**config.mk**
```make
export PLATFORM = sky130hd
export DESIGN_NAME = periodic_task_tick_scheduler
export DESIGN_NICKNAME = d
export VERILOG_FILES = /design/src/sv/ptts_pkg.sv /design/src/sv/ptts_table.sv /design/src/sv/ptts_slot_unit.sv /design/src/sv/periodic_task_tick_scheduler.sv
export SDC_FILE = /design/constraint.sdc
export NUM_CORES = 1
export LEC_CHECK = 0
export BUFFER_PORTS_ARGS = -buffer_cell sky130_fd_sc_hd__buf_2
export CORE_MARGIN = 5
export CORE_UTILIZATION = 39
export CTS_CLUSTER_SIZE = 28
export DETAILED_ROUTE_END_ITERATION = 7
export SYNTH_ARGS = -nofsm -noshare
export SYNTH_HDL_FRONTEND = slang
export SYNTH_SLANG_ARGS = --single-unit
export TNS_END_PERCENT = 30
```
**constraint.sdc**
```tcl
create_clock -name clock -period 5.1 [get_ports clock]
set_input_delay 0.51 -clock clock [delete_from_list [all_inputs] [get_ports clock]]
set_output_delay 0.51 -clock clock [all_outputs]
set_load 0.02 [all_outputs]
```
**src/sv/ptts_pkg.sv**
```systemverilog
// ----------------------------------------------------------------------------
// ptts_pkg
// Shared types and constants for the periodic task tick scheduler.
// ----------------------------------------------------------------------------
package ptts_pkg;

   // Table geometry
   localparam int SLOTS       = 16;
   localparam int IDX_W       = (SLOTS > 1) ? $clog2(SLOTS) : 1;
   localparam int MAX_RESULTS = 16;
   localparam int NREP_W      = $clog2(MAX_RESULTS + 1);

   // Field widths
   localparam int KIND_W   = 2;
   localparam int PERIOD_W = 16;
   localparam int SLOT_W   = 4;

   // Result status codes
   localparam logic STATUS_OK     = 1'b0;
   localparam logic STATUS_REJECT = 1'b1;

   typedef enum logic [KIND_W-1:0] {
      KIND_TICK   = 2'd0,
      KIND_CREATE = 2'd1,
      KIND_KILL   = 2'd2
   } kind_type;

   typedef enum logic [1:0] {
      ST_IDLE,
      ST_CREATE,
      ST_TICK,
      ST_TICK_END
   } state_type;

   // One slot of the task table
   typedef struct packed {
      logic                active;
      logic [PERIOD_W-1:0] period;
      logic [PERIOD_W-1:0] count;
      logic                once;
   } entry_type;

   // Table write port
   typedef struct packed {
      logic             en;
      logic [IDX_W-1:0] idx;
      entry_type        data;
   } wr_type;

endpackage

```
**src/sv/ptts_table.sv**
```systemverilog
// ----------------------------------------------------------------------------
// ptts_table
// Task slot table: one read port at the scan index, one full-entry write port.
// ----------------------------------------------------------------------------
module ptts_table (
   input  logic                      clock,
   input  logic                      reset,
   input  logic [ptts_pkg::IDX_W-1:0] rd_idx,
   output ptts_pkg::entry_type       rd_entry,
   input  ptts_pkg::wr_type          wr
);
   import ptts_pkg::*;

   // Active bits are reset; payload is only read behind an active bit.
   logic [SLOTS-1:0]    active_ff;
   logic [PERIOD_W-1:0] period_ff [SLOTS];
   logic [PERIOD_W-1:0] count_ff  [SLOTS];
   logic                once_ff   [SLOTS];

   always_ff @(posedge clock) begin
      if (reset) begin
         active_ff <= '0;
      end else if (wr.en) begin
         active_ff[wr.idx] <= wr.data.active;
      end
   end

   always_ff @(posedge clock) begin
      if (wr.en) begin
         period_ff[wr.idx] <= wr.data.period;
         count_ff[wr.idx]  <= wr.data.count;
         once_ff[wr.idx]   <= wr.data.once;
      end
   end

   always_comb begin
      rd_entry.active = active_ff[rd_idx];
      rd_entry.period = period_ff[rd_idx];
      rd_entry.count  = count_ff[rd_idx];
      rd_entry.once   = once_ff[rd_idx];
   end

endmodule

```
**src/sv/ptts_slot_unit.sv**
```systemverilog
// ----------------------------------------------------------------------------
// ptts_slot_unit
// Shared compare/increment unit: decides whether the visited slot fires.
// ----------------------------------------------------------------------------
module ptts_slot_unit (
   input  logic [ptts_pkg::PERIOD_W-1:0] count,
   input  logic [ptts_pkg::PERIOD_W-1:0] period,
   output logic                          fire,
   output logic [ptts_pkg::PERIOD_W-1:0] count_next
);
   import ptts_pkg::*;

   assign fire       = (count >= period);
   assign count_next = fire ? '0 : count + PERIOD_W'(1);

endmodule

```
**src/sv/periodic_task_tick_scheduler.sv**
```systemverilog
// ----------------------------------------------------------------------------
// periodic_task_tick_scheduler
// Task table with create, kill and tick transactions; slots visited serially.
// ----------------------------------------------------------------------------
// Kill, unused kind, zero-period create: busy stays low, result the cycle after start.
// Create: one slot visited per cycle until a free slot or the table end; result as busy falls.
// Tick: one slot per cycle through the shared unit, then a closing state
//   (ST_TICK_END); a fired result leaves when the next firing slot is visited,
//   the final one (last set) as busy falls.
// Reset clears every active bit at once; results show one cycle, no stall.
module periodic_task_tick_scheduler (
   input  logic                          clock,
   input  logic                          reset,
   input  logic                          start,
   output logic                          busy,
   input  logic [ptts_pkg::KIND_W-1:0]   req_kind,
   input  logic [ptts_pkg::PERIOD_W-1:0] req_period,
   input  logic                          req_one_shot,
   input  logic [ptts_pkg::SLOT_W-1:0]   req_slot,
   output logic                          rsp_strobe,
   output logic                          rsp_status,
   output logic [ptts_pkg::SLOT_W-1:0]   rsp_slot_index,
   output logic                          rsp_fired,
   output logic                          rsp_last
);
   import ptts_pkg::*;

   // Sequencer state
   state_type           state_ff, state_in;
   logic [IDX_W-1:0]    idx_ff, idx_in;          // scan index
   logic [IDX_W-1:0]    pend_ff, pend_in;        // fired slot held back
   logic                pend_vld_ff, pend_vld_in;
   logic [NREP_W-1:0]   nrep_ff, nrep_in;        // fired slots reported so far
   logic [PERIOD_W-1:0] new_period_ff, new_period_in;
   logic                new_once_ff, new_once_in;

   // Result register
   logic                rsp_strobe_ff, rsp_strobe_in;
   logic                rsp_status_ff, rsp_status_in;
   logic [SLOT_W-1:0]   rsp_slot_ff, rsp_slot_in;
   logic                rsp_fired_ff, rsp_fired_in;
   logic                rsp_last_ff, rsp_last_in;

   // Table and shared unit
   entry_type           rd_entry;
   wr_type              wr;
   logic                fire;
   logic [PERIOD_W-1:0] count_next;
   logic                at_end;

   ptts_table u_table (
      .clock    (clock),
      .reset    (reset),
      .rd_idx   (idx_ff),
      .rd_entry (rd_entry),
      .wr       (wr)
   );

   ptts_slot_unit u_unit (
      .count      (rd_entry.count),
      .period     (rd_entry.period),
      .fire       (fire),
      .count_next (count_next)
   );

   assign at_end = (idx_ff == IDX_W'(SLOTS - 1));
   assign busy   = (state_ff != ST_IDLE);

   always_ff @(posedge clock) begin
      if (reset) begin
         state_ff      <= ST_IDLE;
         idx_ff        <= '0;
         pend_vld_ff   <= 1'b0;
         nrep_ff       <= '0;
         rsp_strobe_ff <= 1'b0;
      end else begin
         state_ff      <= state_in;
         idx_ff        <= idx_in;
         pend_vld_ff   <= pend_vld_in;
         nrep_ff       <= nrep_in;
         rsp_strobe_ff <= rsp_strobe_in;
      end
   end

   always_ff @(posedge clock) begin
      pend_ff       <= pend_in;
      new_period_ff <= new_period_in;
      new_once_ff   <= new_once_in;
      rsp_status_ff <= rsp_status_in;
      rsp_slot_ff   <= rsp_slot_in;
      rsp_fired_ff  <= rsp_fired_in;
      rsp_last_ff   <= rsp_last_in;
   end

   always_comb begin
      state_in      = state_ff;
      idx_in        = idx_ff;
      pend_in       = pend_ff;
      pend_vld_in   = pend_vld_ff;
      nrep_in       = nrep_ff;
      new_period_in = new_period_ff;
      new_once_in   = new_once_ff;

      rsp_strobe_in = 1'b0;
      rsp_status_in = rsp_status_ff;
      rsp_slot_in   = rsp_slot_ff;
      rsp_fired_in  = rsp_fired_ff;
      rsp_last_in   = rsp_last_ff;

      wr.en   = 1'b0;
      wr.idx  = idx_ff;
      wr.data = rd_entry;

      case (state_ff)
         ST_IDLE: begin
            if (start) begin
               case (kind_type'(req_kind))
                  KIND_TICK: begin
                     idx_in      = '0;
                     pend_vld_in = 1'b0;
                     nrep_in     = '0;
                     state_in    = ST_TICK;
                  end
                  KIND_CREATE: begin
                     if (req_period == '0) begin
                        rsp_strobe_in = 1'b1;
                        rsp_status_in = STATUS_REJECT;
                        rsp_slot_in   = '0;
                        rsp_fired_in  = 1'b0;
                        rsp_last_in   = 1'b1;
                     end else begin
                        new_period_in = req_period;
                        new_once_in   = req_one_shot;
                        idx_in        = '0;
                        state_in      = ST_CREATE;
                     end
                  end
                  KIND_KILL: begin
                     // slots past the table are ignored but still answered
                     if (32'(req_slot) < SLOTS) begin
                        wr.en          = 1'b1;
                        wr.idx         = IDX_W'(req_slot);
                        wr.data.active = 1'b0;
                     end
                     rsp_strobe_in = 1'b1;
                     rsp_status_in = STATUS_OK;
                     rsp_slot_in   = req_slot;
                     rsp_fired_in  = 1'b0;
                     rsp_last_in   = 1'b1;
                  end
                  default: begin
                     rsp_strobe_in = 1'b1;
                     rsp_status_in = STATUS_OK;
                     rsp_slot_in   = '0;
                     rsp_fired_in  = 1'b0;
                     rsp_last_in   = 1'b1;
                  end
               endcase
            end
         end

         ST_CREATE: begin
            // lowest free slot wins
            if (!rd_entry.active) begin
               wr.en          = 1'b1;
               wr.data.active = 1'b1;
               wr.data.period = new_period_ff;
               wr.data.count  = '0;
               wr.data.once   = new_once_ff;
               rsp_strobe_in  = 1'b1;
               rsp_status_in  = STATUS_OK;
               rsp_slot_in    = SLOT_W'(idx_ff);
               rsp_fired_in   = 1'b0;
               rsp_last_in    = 1'b1;
               state_in       = ST_IDLE;
            end else if (at_end) begin
               rsp_strobe_in = 1'b1;
               rsp_status_in = STATUS_REJECT;
               rsp_slot_in   = '0;
               rsp_fired_in  = 1'b0;
               rsp_last_in   = 1'b1;
               state_in      = ST_IDLE;
            end else begin
               idx_in = idx_ff + IDX_W'(1);
            end
         end

         ST_TICK: begin
            if (rd_entry.active) begin
               wr.en          = 1'b1;
               wr.data.count  = count_next;
               wr.data.active = !(fire && rd_entry.once);
               // a firing is held back until the next one so the final one can carry last
               if (fire && (nrep_ff != NREP_W'(MAX_RESULTS))) begin
                  if (pend_vld_ff) begin
                     rsp_strobe_in = 1'b1;
                     rsp_status_in = STATUS_OK;
                     rsp_slot_in   = SLOT_W'(pend_ff);
                     rsp_fired_in  = 1'b1;
                     rsp_last_in   = 1'b0;
                  end
                  pend_in     = idx_ff;
                  pend_vld_in = 1'b1;
                  nrep_in     = nrep_ff + NREP_W'(1);
               end
            end
            if (at_end) begin
               state_in = ST_TICK_END;
            end else begin
               idx_in = idx_ff + IDX_W'(1);
            end
         end

         ST_TICK_END: begin
            rsp_strobe_in = 1'b1;
            rsp_status_in = STATUS_OK;
            rsp_last_in   = 1'b1;
            if (pend_vld_ff) begin
               rsp_slot_in  = SLOT_W'(pend_ff);
               rsp_fired_in = 1'b1;
            end else begin
               rsp_slot_in  = '0;
               rsp_fired_in = 1'b0;
            end
            pend_vld_in = 1'b0;
            state_in    = ST_IDLE;
         end

         default: begin
            state_in = ST_IDLE;
         end
      endcase
   end

   assign rsp_strobe     = rsp_strobe_ff;
   assign rsp_status     = rsp_status_ff;
   assign rsp_slot_index = rsp_slot_ff;
   assign rsp_fired      = rsp_fired_ff;
   assign rsp_last       = rsp_last_ff;

endmodule

```
# Yosys cells after proc, flatten, opt, wreduce, memory -nomap -nowiden
# Memories as Yosys holds them, arrays and structs flattened. A register that Yosys moved wholly into a read port is not among the register bits.
# Index checks and enable logic that the tools add are counted.
[word_totals]
ff_bits = 57
latch_bits = 0
ram_bits = 528
mem_bits_ro = 0
output_inout_bits = 9
memories = 3
[classes]
addsub = 3
multipliers = 0
div_mod_pow = 0
magnitude_cmp = 4
eq_ne = 19
shifts = 0
muxes = 91
bitwise_logic = 1
n_reduce_logical = 18
[mem_list]
columns = ["memory", "depth", "width", "rd", "rd_clocked_by_memory_dff", "wr", "line_no", "text"]
rows = [
  ["u_table.count_ff", 16, 16, 1, 1, 1, "ptts_table.sv:17", "logic [PERIOD_W-1:0] count_ff [SLOTS];"],
  ["u_table.period_ff", 16, 16, 1, 1, 1, "ptts_table.sv:16", "logic [PERIOD_W-1:0] period_ff [SLOTS];"],
  ["u_table.once_ff", 16, 1, 1, 1, 1, "ptts_table.sv:18", "logic once_ff [SLOTS];"],
]
[ops]
columns = ["op", "n"]
rows = [
  ["$mux W4", 19],
  ["$mux W16", 3],
  ["$mux W1", 35],
  ["$mux W33", 1],
  ["$pmux W16 S2", 1],
  ["$pmux W4 S3", 2],
  ["$mux W5", 4],
  ["$reduce_and A5 Y1", 4],
  ["$add A16 B1 Y16 const B", 1],
  ["$bwmux W16", 1],
  ["$ge A16 B16 Y1", 1],
  ["$logic_not A16 Y1", 1],
  ["$pmux W1 S4", 4],
  ["$pmux W4 S4", 1],
  ["$ne A2 B2 Y1 const B", 7],
  ["$mux W6", 2],
  ["$lt A4 B5 Y1 const B", 2],
  ["$mux W2", 5],
  ["$pmux W5 S2", 1],
  ["$ne A3 B3 Y1 const B", 3],
  ["$pmux W1 S3", 3],
  ["$pmux W1 S2", 4],
  ["$pmux W2 S4", 1],
  ["$pmux W4 S2", 1],
  ["other kinds (21)", 29],
]

# Longest topological paths before layout
[logic_depth]
word_depth = 10
depth_mapped = 19
mapped_depth_nobuf = 12

# By module
# Synthesis repeated with hierarchy kept, for this count alone.
[hier_totals]
cells_unflattened = 1285
hier_area_um2 = 23827.9
[by_module_without_submodules]
columns = ["mod", "n_inst", "cells_each", "area_each_um2", "seq_area_each_um2"]
rows = [
  ["ptts_table", 1, 918, 20567.2, 16175.5],
  ["periodic_task_tick_scheduler", 1, 253, 2401.1, 1101.1],
  ["ptts_slot_unit", 1, 114, 859.6, 0.0],
]

# Least setup slack after synthesis
# OpenSTA, ideal clock, no wires.
[synth_timing]
path_type = "reg2reg"
startpoint = "register (tool-made name)"
endpoint = "memory u_table.count_ff[0][3], data pin"
setup_ps = 330
t_arrival_ps = 4732
slack_ps = 38
path_stages_with_launch = 19
period_less_slack_ps = 5062
cell_sequence = "dfxtp_1 buf_6 buf_12 buf_6 buf_6 buf_2 buf_2 mux4_2 mux4_2 clkinv_1 ha_1 a211oi_1 nor2_1 a2111o_1 o21ai_2 a41o_1 buf_2 a21oi_1 o21ai_0"
[synth_lines]
columns = ["item", "line_no"]
rows = [
  ["end, declared", "ptts_table.sv:17"],
]

==> reports/qor.yml <==
outcome: "completed"
numCtsBuffers: 57
grt_max_degree: 43
ys_seq_area_frac: 0.722
wl_mm: 57.6
synth.distinct_cells: 63
antenna_cells: 0
hold_path.class: "in -> reg"
die_area_mm2: 0.0667
setup_tns_ns: 0
synth_area_leader_cell: "edfxtp_1"
synth-async-reset-ratio: 0
synth.avg_cell_area_um2: 19.4
drt_pre_antenna_iters: 5
power.total_mw: 15.5
crit_chain: "buf_12 -> buf_4 -> mux4_2 -> mux4_2 -> ha_1 -> nand4_1 -> a211oi_1 -> o21ai_2 -> a41oi_1 -> a211o_1 -> nand3_1"
via_count: 12400
max_slew.worst_pin.slew_ns: 1.01
die_w_um: 258
cpPeakStageDelay_ns: 0.71
rows: 91
ant_nets: 0
port_buffers: 34
fillers: 5158
fin_skew_ns: 0.0279
power.density_mw_per_mm2: 562
clk_latency_ns: 0.62
synth_common_cells: "edfxtp_1 (556), mux4_2 (152), nand2_1 (64), nor2_1 (37), dfxtp_1 (33)"
coreArea_mm2: 0.0614
leakage_nw: 8.63
num-nets-final: 1402
drive_gt1_frac: 0.285
grt_pass1_vias: 12400
crit_buf_inv: 2
worst_setup_path_start_kind: "flop"
cts_sinks: 589
track_usage: 0.171
antenna_found_initial: 0
grt_overflow: 0
setup.worst_path.end_class: "flop"
cts_tree: "built"
setup_violations: 0
path_class: "reg -> reg"
via_per_inst: 5.68
finalCritPeriodShare: 0.919
ctsHoldBuffers: 0
drc: 0
crit_top_cell: "mux4_2"
dp_hpwl_mm: 33.8
yosysWarnings: 0
timing.final.ws_setup_ns: 0.414
drv_slew: 0
path_clk_slew_ns: 0.06
rsz0062_at_grt: "false"
avgRoutedWirePerCell_um: 26.3
initialDrtViolationCount: 1356
grt_pass1_wl_mm: 84.5
pre_cts_ws_ns: 0.319
area_delta_synth_final_pct: 14.3
yosysTopAreaCellShare: 0.694
cts_setup_buffers: 0
fin_crit_ns: 4.69
synth_area_leaders: "edfxtp_1 (69%), mux4_2 (14%), dfxtp_1 (2.7%), ha_1 (1.3%), nand2_1 (1.0%)"
synth_edf_count: 556
routabilityCongestion: 0.830
cts_root_buf: "clkbuf_16"
ys_seq_elements: 589
slew_headroom: 0.321
syn_nets: 1290
post_cts_resized: 0
synth_flop_cell: "edfxtp_1"
die-height_um: 258
synthesis.area_mm2: 0.0240
crit_slowest_cell: "a41oi_1"
cap_violations: 0
initial_core_util: 0.392
h-tree-depth: 2
postSynthCellCount: 1239
worstPathMaxFanout: 27
cp_top_family: "compound AO/OA/AOI/OAI gates"
synth.most_common_cell: "edfxtp_1"
required_ns: 5.27
io_pins: 35
clock.fmax_ghz: 0.213
hold_violations: 0
critical_path_arrival_ns: 4.85
vdd_drop_max_mv: 0.326
clock_path_buffers: 3
hold_start: "req_one_shot"
[cells by family (layout without fill, tap and decap cells)]
kind of cell | count (synthesis) | count (layout) | share of synthesized area
AO/OA/AOI/OAI | 157 | 157 | 0.0495
multiplexers | 171 | 171 | 0.153
flip-flops | 589 | 589 | 0.722
buffers and inverters | 94 | 253 | 0.0201
adder cells (fa/ha/maj) | 25 | 25 | 0.0130
AND/OR/NAND/NOR | 203 | 203 | 0.0425
[state kept, by name (all words and copies together), names as in the netlist, named ones only]
register and flops:
new_period_ff 16, state_ff 2, rsp_strobe 1, rsp_slot_index 4, pend_ff 4, rsp_fired 1
u_table.active_ff 16, new_once_ff 1, nrep_ff 5, u_table.count_ff 256, u_table.once_ff 16, rsp_status 1
idx_ff 4, rsp_last 1, pend_vld_ff 1, u_table.period_ff 256
[through the flow]
stage | utilization | hold slack [ns] | cell area [um^2] | std cells
4_1_cts | 0.448 | 0.0374 | 27500 | 2188
5_1_grt | 0.448 | 0.0561 | 27500 | 2188
2_1_floorplan | - | 0.454 | 24000 | 1239
3_5_place_dp | 0.419 | 0.481 | 25700 | 2082
6_report | 0.448 | 0.0792 | 27500 | 2188
3_3_place_gp | 0.419 | 0.469 | 25700 | 2082
[final timing paths]
path         slack [ns]                        to  cells past startpoint
max                0.41  u_table.count_ff[13][12]                     11
min                0.08               new_once_ff                      1
max reg2reg        0.41  u_table.count_ff[13][12]                     11
min reg2reg        0.49                nrep_ff[4]                      2
[cell type report]
class	instances	area, um^2	share of cell area
timing repair buffer	110	928	0.0338
tap	790	988	0.0360
multi-input combinational	556	6260	0.228
sequential	589	17400	0.632
clock buffer	68	1500	0.0545
clock inverter	38	297	0.0108
inverter	37	139	0.00505
[power by group]
group	internal [mW]	leakage [nW]	total [mW]	switching, mW
registers	6.82	5.30	6.93	0.108
logic	1.62	2.45	4.48	2.87
clock network	2.25	0.873	4.04	1.79
total	10.7	8.63	15.5	4.77
[metal layers]
| layer | part of all wire | vias to the layer above | global-route usage |
|---|---|---|---|
| li1 | - | 5361 | - |
| met5 | 0 | - | 0 |
| met4 | 0.021 | 0 | 0.0426 |
| met2 | 0.48 | 369 | 0.275 |
| met3 | 0.057 | 72 | 0.0308 |
| met1 | 0.44 | 6631 | 0.244 |
[cell usage in the layout, fill, tap and decap left out, types with 11 or more instances in the layout]
cell type    n
a211oi_1    16
a211oi_2    11
a21oi_1     25
a22o_1      12
and2_2      12
buf_12      15
buf_2       34
buf_4       61
clkbuf_16   57
clkinv_1    24
clkinv_2    13
dfxtp_1     29
edfxtp_1   556
ha_1        25
inv_1       23
mux2i_1     12
mux4_2     152
nand2_1     64
nand3_1     17
nand4_1     14
nor2_1      37
nor2b_1     11
o21ai_0     28
(Power assumes the default switching activity.)
